--- config.mk ---
export PLATFORM = sky130hd
export DESIGN_NAME = oapm_dly
export DESIGN_NICKNAME = d
export VERILOG_FILES = /design/src/rtl/oapm_dly.sv
export SDC_FILE = /design/constraint.sdc
export NUM_CORES = 1
export LEC_CHECK = 0
export BUFFER_PORTS_ARGS = -buffer_cell sky130_fd_sc_hd__buf_2
export CAP_MARGIN = 20
export CORE_ASPECT_RATIO = 0.6
export CORE_MARGIN = 2
export CORE_UTILIZATION = 60
export CTS_BUF_LIST = sky130_fd_sc_hd__clkbuf_4
export DETAILED_ROUTE_END_ITERATION = 6
export PLACE_DENSITY = 0.77
export SLEW_MARGIN = 5
export SYNTH_ARGS = -nofsm -noshare
export SYNTH_HDL_FRONTEND = slang
export SYNTH_SLANG_ARGS = --single-unit
--- constraint.sdc ---
create_clock -name clk -period 2 [get_ports clk]
set_input_delay 0 -clock clk [delete_from_list [all_inputs] [get_ports clk]]
set_output_delay 0 -clock clk [all_outputs]
set_load 0.01 [all_outputs]
--- src/rtl/oapm_dly.sv ---
// stallable delay line that carries a valid bit with its data
`timescale 1ns / 1ps
module oapm_dly #(
	parameter int W = 64,
	parameter int D = 36
) (
	input  logic         clk,
	input  logic         arst_n,
	input  logic         en,
	input  logic         din_valid,
	input  logic [W-1:0] din,
	output logic         dout_valid,
	output logic [W-1:0] dout
);

	logic         vld_sk [D];
	logic [W-1:0] dat_sk [D];

	always_ff @(posedge clk or negedge arst_n) begin
		if (!arst_n) begin
			for (int i = 0; i < D; i++) vld_sk[i] <= 1'b0;
		end else if (en) begin
			vld_sk[0] <= din_valid;
			for (int i = 1; i < D; i++) vld_sk[i] <= vld_sk[i-1];
		end
	end

	always_ff @(posedge clk) begin
		if (en) begin
			dat_sk[0] <= din;
			for (int i = 1; i < D; i++) dat_sk[i] <= dat_sk[i-1];
		end
	end

	assign dout_valid = vld_sk[D-1];
	assign dout       = dat_sk[D-1];

endmodule
Word level (Yosys, flattened, before mapping)
Memories as Yosys holds them, arrays and structs flattened.
Cells that the tools add are included.
{"block": "classes", "order_cmp": 0, "shifts": 0, "n_addsub": 0, "n_div": 0, "eq_ne": 0, "mul": 0, "mux": 2, "bitwise": 0, "n_reduce_logical": 0}
{"operator": "1-bit 2-to-1 mux", "count": 2}
{"block": "totals", "latchBits": 0, "romBits": 0, "memories": 1, "ramBits": 2304, "inputBits": 68, "reg_bits": 36, "out_inout_bits": 65}
{"name": "dat_sk", "words": 36, "width": 64, "rd": 36, "rd_ports_with_merged_regs": 0, "wr": 36, "line_no": "17", "source": "logic [W-1:0] dat_sk [D];"}

Depth between registers and ports, before layout
Gate-level depths: netlist of run 1.
{"block": "logic_depth", "ltp_word": 2, "mapped_depth": 3, "depth_no_buf": 1}

Worst setup path before layout of run 1
Ideal clock, no wire load.
{"block": "synth_path", "path_kind": "reg2reg", "startpoint": "register dout_valid (netlist name)", "endpoint": "register vld_sk, in the netlist dout_valid", "arrival_time_ps": 645, "setup_slack_ps": 1231, "path_buffers": 0, "path_stages_with_launch": 2, "setup_ps": 125, "path_cell_list": "dfrtp_1 -> mux2_2"}
{"element": "end: declaration", "line_no": "16", "source": "logic vld_sk [D];"}

Worst setup path in the final report of run 1
{"block": "layout_path", "startpoint": "input en", "endpoint": "register vld_sk[35] (netlist name)"}
{"element": "start: declaration", "line_no": "9", "source": "input logic en,"}
No word-level cell between the ends.

==> flow_summary.toml, run 1 <==
[logic_synthesis]
ys_types = 6
syn_inst = 2380
synth-seq-area-share_pct = 99.17
syn_area_um2 = 70680
ys_ff_latch = 2340
syn_nets = 2448
yosysWarnings = 0
avgSynthCellArea_um2 = 29.70

[power_and_ir_drop]
p_sw_share_pct = 18.97
combPwrFrac_pct = 2.1
powerDensity_nw_per_um2 = 1154
p_sw_mw = 18.09
p_clk_share_pct = 37.0
p_leak_nw = 29.00
ir_drop_mv = 0.5913
p_seq_share_pct = 60.9
p_int_mw = 77.25

[hold_path]
hp-class = "in2async"

[placement]
io_buffers = 132
gp_congestion = 0.6973
dp_hpwl_um = 33760

[global_routing]
grt_pass1_wl_um = 123200
grt_max_degree = 153
grt_pass1_vias = 25340
antenna_found_initial = 4
globalRoute.totalOverflow = 0
grt_usage_pct = 12.89

[floorplanning]
ios = 133
num_rows = 97
initial_core_util_pct = 60.53
die-area_um2 = 120600
die_w_um = 447.1
core_region_area_um2 = 116800
die_h_um = 269.9

[clock_tree]
clockBufferDepth = 4
cts_tree = "yes"
cts_root_buf = "clkbuf_4"
cts_resized = 0
cts_buffers = 530
htreeDepth = 6
cts.sinks = 2340
clk_pin_slew_worst_paths_ns = 0.08
clock_latency_ns = 1.20
post-cts-setup-buffers = 0

[worst_setup_path]
slowest_delay_ns = 0.61
reg2reg_depth = 2
cp_top_family = "buffers and inverters"
crit-reg2reg-launch = "vld_sk[35]$_DFFE_PN0P_"
path_class = "in2reg"
crit_chain = "dlygate4sd3_1 -> dlygate4sd3_1 -> buf_12 -> buf_12 -> buf_12 -> mux2_2 -> dlygate4sd3_1"
start_kind = "input pin"
critPathArrivalTime_ns = 2.80
r2r_slack_ns = 0.68
reg2reg_to = "vld_sk[35]$_DFFE_PN0P_"
cp_max_fo = 24
crit_slowest_cell = "dlygate4sd3_1"
required_ns = 3.08
cp_num_buf_inv = 6
cp-end-kind = "flop"

[timing]
setup_viol = 0
tns_ns = 0
finalHoldViolations = 0
fmax_mhz = 580.4
rsz0062_at_grt = "no"
worst_pin_slew_ns = 0.7831
fin_crit_sh_pct = 86.14
fin_crit_ns = 1.723
max_slew_margin_pct = 47.79
finClkSkew_ns = 0.06365
drv_slew = 0
holdWs_ns = 0.3662

[routing]
firstDrtPassIters = 4
drt-initial-drc-count = 1512
wire_per_inst_um = 14.42
detail-route-antenna-nets = 0
vias_per_cell = 4.652
vias = 24290
wl_um = 75280
drc = 0

[layout]
fin_nets = 3382
drive_above_1_share_pct = 28.95
area_growth_pct = 16.90

[outcome]
outcome = "complete, no violations"

[run]
max_cap_viol_count = 0
flip-flops by register name, indices dropped and copies added, names as in the netlist:
name / count
dat_sk: 2304
vld_sk: 35
dout_valid: 1
synthesized netlist by cell type, drive strengths merged:
| library cell | instances | area [um^2] |
|---|---|---|
| dfrtp | 36 | 900.9 |
| mux2 | 36 | 518.0 |
| buf | 4 | 71.32 |
| edfxtp | 2304 | 69190 |
placed cells by master, fill, tap and decap left out:
cell,instances
buf_12,30
buf_2,131
buf_4,45
bufinv_16,12
clkbuf_4,776
clkinv_1,37
clkinvlp_4,4
dfrtp_1,36
diode_2,9
dlygate4sd3_1,200
edfxtp_1,2304
inv_2,16
mux2_2,6
mux2_4,30
cell type report:
class | instances | area, um^2
Antenna cell | 9 | 22.52
Clock buffer | 776 | 5826
Clock inverter | 69 | 589.3
Fill cell | 6798 | 34130
Multi-Input combinational cell | 36 | 518.0
Sequential cell | 2340 | 70090
Tap cell | 1584 | 1982
Timing Repair Buffer | 406 | 3596
how the worst max path moves through the flow:
stage,start,end,depth (start not counted)
after floorplan,dout_valid$_DFFE_PN0P_,dout_valid$_DFFE_PN0P_,1
after global placement,en,dat_sk[20][52]$_DFFE_PP_,2
after detailed placement,en,dat_sk[21][48]$_DFFE_PP_,2
after CTS,dat_sk[35][41]$_DFFE_PP_,dout[41],1
after global routing,dat_sk[35][41]$_DFFE_PP_,dout[41],1
final,en,vld_sk[35]$_DFFE_PN0P_,7
repair_timing:
item | 4_1_cts | 5_1_grt
hold buffers | 202 | 0
endpoints found under the hold margin | 2440 | 0
endpoints found under the setup margin | 0 | 0
power by group through the flow:
stage	sequential (mW)	combinational (mW)	clock [mW]
floorplan	58.8	0.420	0
detailed placement	59.1	1.68	0
global route	58.3	2.18	39.3
finish	58.0	1.99	35.3
CTS	58.1	1.99	36.7
global placement	58.9	1.58	0
metal layers:
layer | global-route usage, % | up-vias | share of wire, %
met2 | 18.47 | 564 | 47
met1 | 17.17 | 11600 | 45
met4 | 7.690 | 0 | 2.9
li1 | - | 11920 | -
met3 | 4.774 | 201 | 5.8
met5 | 0 | - | 0
logic make-up after synthesis:
family	Yosys count	share of synthesized area, %
multiplexers	36	0.7329
buffers and inverters	4	0.1009
flip-flops	2340	99.17
tightest hold or removal path, stage by stage:
cell	delay, ns
dlygate4sd3_1	0.53
dlygate4sd3_1	0.55
dlygate4sd3_1	0.54
buf_2	0.12
buf_12	0.21
stage by stage:
stage / total power [mW] / cells / setup slack, ns / util [%] / area [um^2]
global route: 99.80 / 5214 / 0.1190 / 70.75 / 82610
detailed placement: 60.79 / 4164 / 0.5737 / 63.50 / 74140
global placement: 60.51 / 4164 / 0.5835 / 63.50 / 74140
finish: 95.34 / 5220 / 0.2772 / 70.76 / 82620
floorplan: 59.20 / 2380 / 1.231 / - / 70680
CTS: 96.77 / 5211 / 0.06973 / 70.75 / 82600
Note: power is estimated with default switching activity, not from simulation.
==> inputs of run 2 (changes only) <==
Settings changed: ABC_AREA set to 1.
==> flow_summary.toml, run 2 <==
[outcome]
outcome = "complete, but fails checks"
violations = "setup timing"

[logic_synthesis]
synth_commonest_cells = "edfxtp_1 (2304), nand2_1 (98), dfrtp_1 (36)"
avgSynthCellArea_um2 = 28.75
synth_edf_count = 2304
synth_area_leaders = "edfxtp_1 (98%), dfrtp_1 (1.3%), nand2_1 (0.52%)"
ys_ff_latch = 2340
synth_largest_area_cell = "edfxtp_1"
syn_inst = 2456
synth-seq-area-share_pct = 99.27
syn_area_um2 = 70610
yosysMostFrequentCell = "edfxtp_1"
synth-main-ff-cell = "edfxtp_1"
ys_types = 8
syn_nets = 2524
synthDominantCellAreaShare_pct = 97.99
synthArstFlopShare_pct = 1.538
yosysWarnings = 0

[floorplanning]
die_w_um = 446.9
core_region_area_um2 = 116800
initial_core_util_pct = 60.47
num_rows = 97
ios = 133
die-area_um2 = 120500
die_h_um = 269.7

[routing]
detail-route-antenna-nets = 0
highest_layer = "met4"
drc = 0
wl_um = 76770
drt-initial-drc-count = 1533
vias = 24430
wire_per_inst_um = 14.64
vias_per_cell = 4.660
met2_length_um = 36570
wl_met3_um = 4162
wl_met1_um = 33850
firstDrtPassIters = 7

[layout]
fin_nets = 3406
postLayoutCellArea_um2 = 82010
mostFrequentLayoutCell = "edfxtp_1"
largest-register = "dat_sk"
area_growth_pct = 16.15
ff_latch_area_um2 = 70090
fin_util_pct = 70.24
drive_above_1_share_pct = 27.00
n_fill_cell = 6797
instances_no_fill = 5243
multi_input_area_um2 = 430.4
largest_register_ffs = 2304
final_cell_mix = "edfxtp_1 (2304), clkbuf_4 (771), dlygate4sd3_1 (201)"

[clock_tree]
clk_pin_slew_worst_paths_ns = 0.07
post-cts-setup-buffers = 0
htreeDepth = 5
cts_tree = "yes"
clockBufferDepth = 4
cts_root_buf = "clkbuf_4"
cts.sinks = 2340
cts_buffers = 493
clock_latency_ns = 1.26

[worst_setup_path]
cp_max_fo = 38
required_ns = 3.20
start_kind = "input pin"
path_class = "in2reg"
critPathArrivalTime_ns = 3.21
reg2reg_depth = 3
cp-end-kind = "flop"

[timing]
finalHoldViolations = 0
fin_crit_sh_pct = 100.5
drv_slew = 0
finClkSkew_ns = 0.1175
worst_pin_slew_ns = 0.7292
max_slew_margin_pct = 51.39
setup_viol = 1
fin_crit_ns = 2.011
fmax_mhz = 497.3
fin_ws_ns = -0.01092

[placement]
dp_hpwl_um = 34350
dp.cells = 4223
place_ws_ns = 0.5089
io_buffers = 132
gp_congestion = 0.7296
placed_area_um2 = 73900

[global_routing]
globalRoute.totalOverflow = 0
grt_max_degree = 146
grt_usage_pct = 13.21
grt_pass1_wl_um = 125500
grt_pass1_vias = 25430
antenna_found_initial = 3

[hold_path]
hp-class = "in2async"

[power_and_ir_drop]
p_leak_nw = 28.78
ir_drop_mv = 0.6680
powerDensity_nw_per_um2 = 1129

[run]
max_cap_viol_count = 0
run 2: cell count changes after synthesis, sizes merged:
cell	before	now
nand2	0	108
mux2	36	0
inv	0	1
buf	4	7
run 2: repair_timing:
item                                    in CTS  in global routing
gates cloned                                 0                  1
hold buffers                               203                  0
resized for setup                            0                  1
endpoints found under the hold margin     2440                  0
endpoints found under the setup margin       3                  1
run 2: per-layer routing:
metal | up-vias | global-route usage, %
li1 | 11980 | -
met1 | 11720 | 17.65
met2 | 549 | 19.36
met3 | 182 | 4.358
met4 | 0 | 7.717
met5 | - | 0
run 2: report_power, final:
part	internal [mW]	leakage (nW)	switching [mW]
clock network	17.5	3.65	15.7
registers	57.0	23.0	0.740
logic	0.545	2.09	1.11
run 2: kinds of logic after synthesis:
group	Yosys count	share of synthesized area, %
DFF	2340	99.27
buffers and inverters	8	0.1240
and+or+nand+nor	108	0.6096
run 2: path summary, 6_finish.rpt:
kind / startpoint / endpoint / slack, ns
min in group clk: dat_sk[0][25]$_DFFE_PP_ / dat_sk[1][25]$_DFFE_PP_ / 0.32
max reg2reg: vld_sk[35]$_DFFE_PN0P_ / vld_sk[35]$_DFFE_PN0P_ / 0.85
min: arst_n / dout_valid$_DFFE_PN0P_ / 0.31
max: en / vld_sk[35]$_DFFE_PN0P_ / -0.01
max in group asynchronous: arst_n / vld_sk[21]$_DFFE_PN0P_ / 1.49
min reg2reg: dat_sk[0][25]$_DFFE_PP_ / dat_sk[1][25]$_DFFE_PP_ / 0.32
run 2: layout make-up:
type	instances	share of cell area [%]
flip-flops and latches	2340	85.46
multi-input cells	108	0.5248
well taps	1584	2.417
clock buffers	771	7.058
repair buffers	394	4.241
inverters	1	0.01373
clock inverters	38	0.2639
diodes	7	0.02136
run 2: stage by stage:
| stage | hold WS (ns) | power [mW] | TNS (ns) |
|---|---|---|---|
| floorplan | -0.2956 | 58.68 | 0 |
| global placement | 0.09675 | 59.96 | 0 |
| detailed placement | 0.1316 | 60.20 | 0 |
| CTS | 0.07495 | 93.95 | -0.09142 |
| global route | 0.2087 | 96.95 | -0.007614 |
| finish | 0.3100 | 92.60 | -0.01092 |
run 2: critical path, cell delays in order:
cell and delay, ns:
dlygate4sd3_1 0.52, dlygate4sd3_1 0.61, buf_12 0.22, buf_16 0.30, buf_16 0.27, nand2_1 0.07
dlygate4sd3_1 0.56, nand2_1 0.06, dlygate4sd3_1 0.54
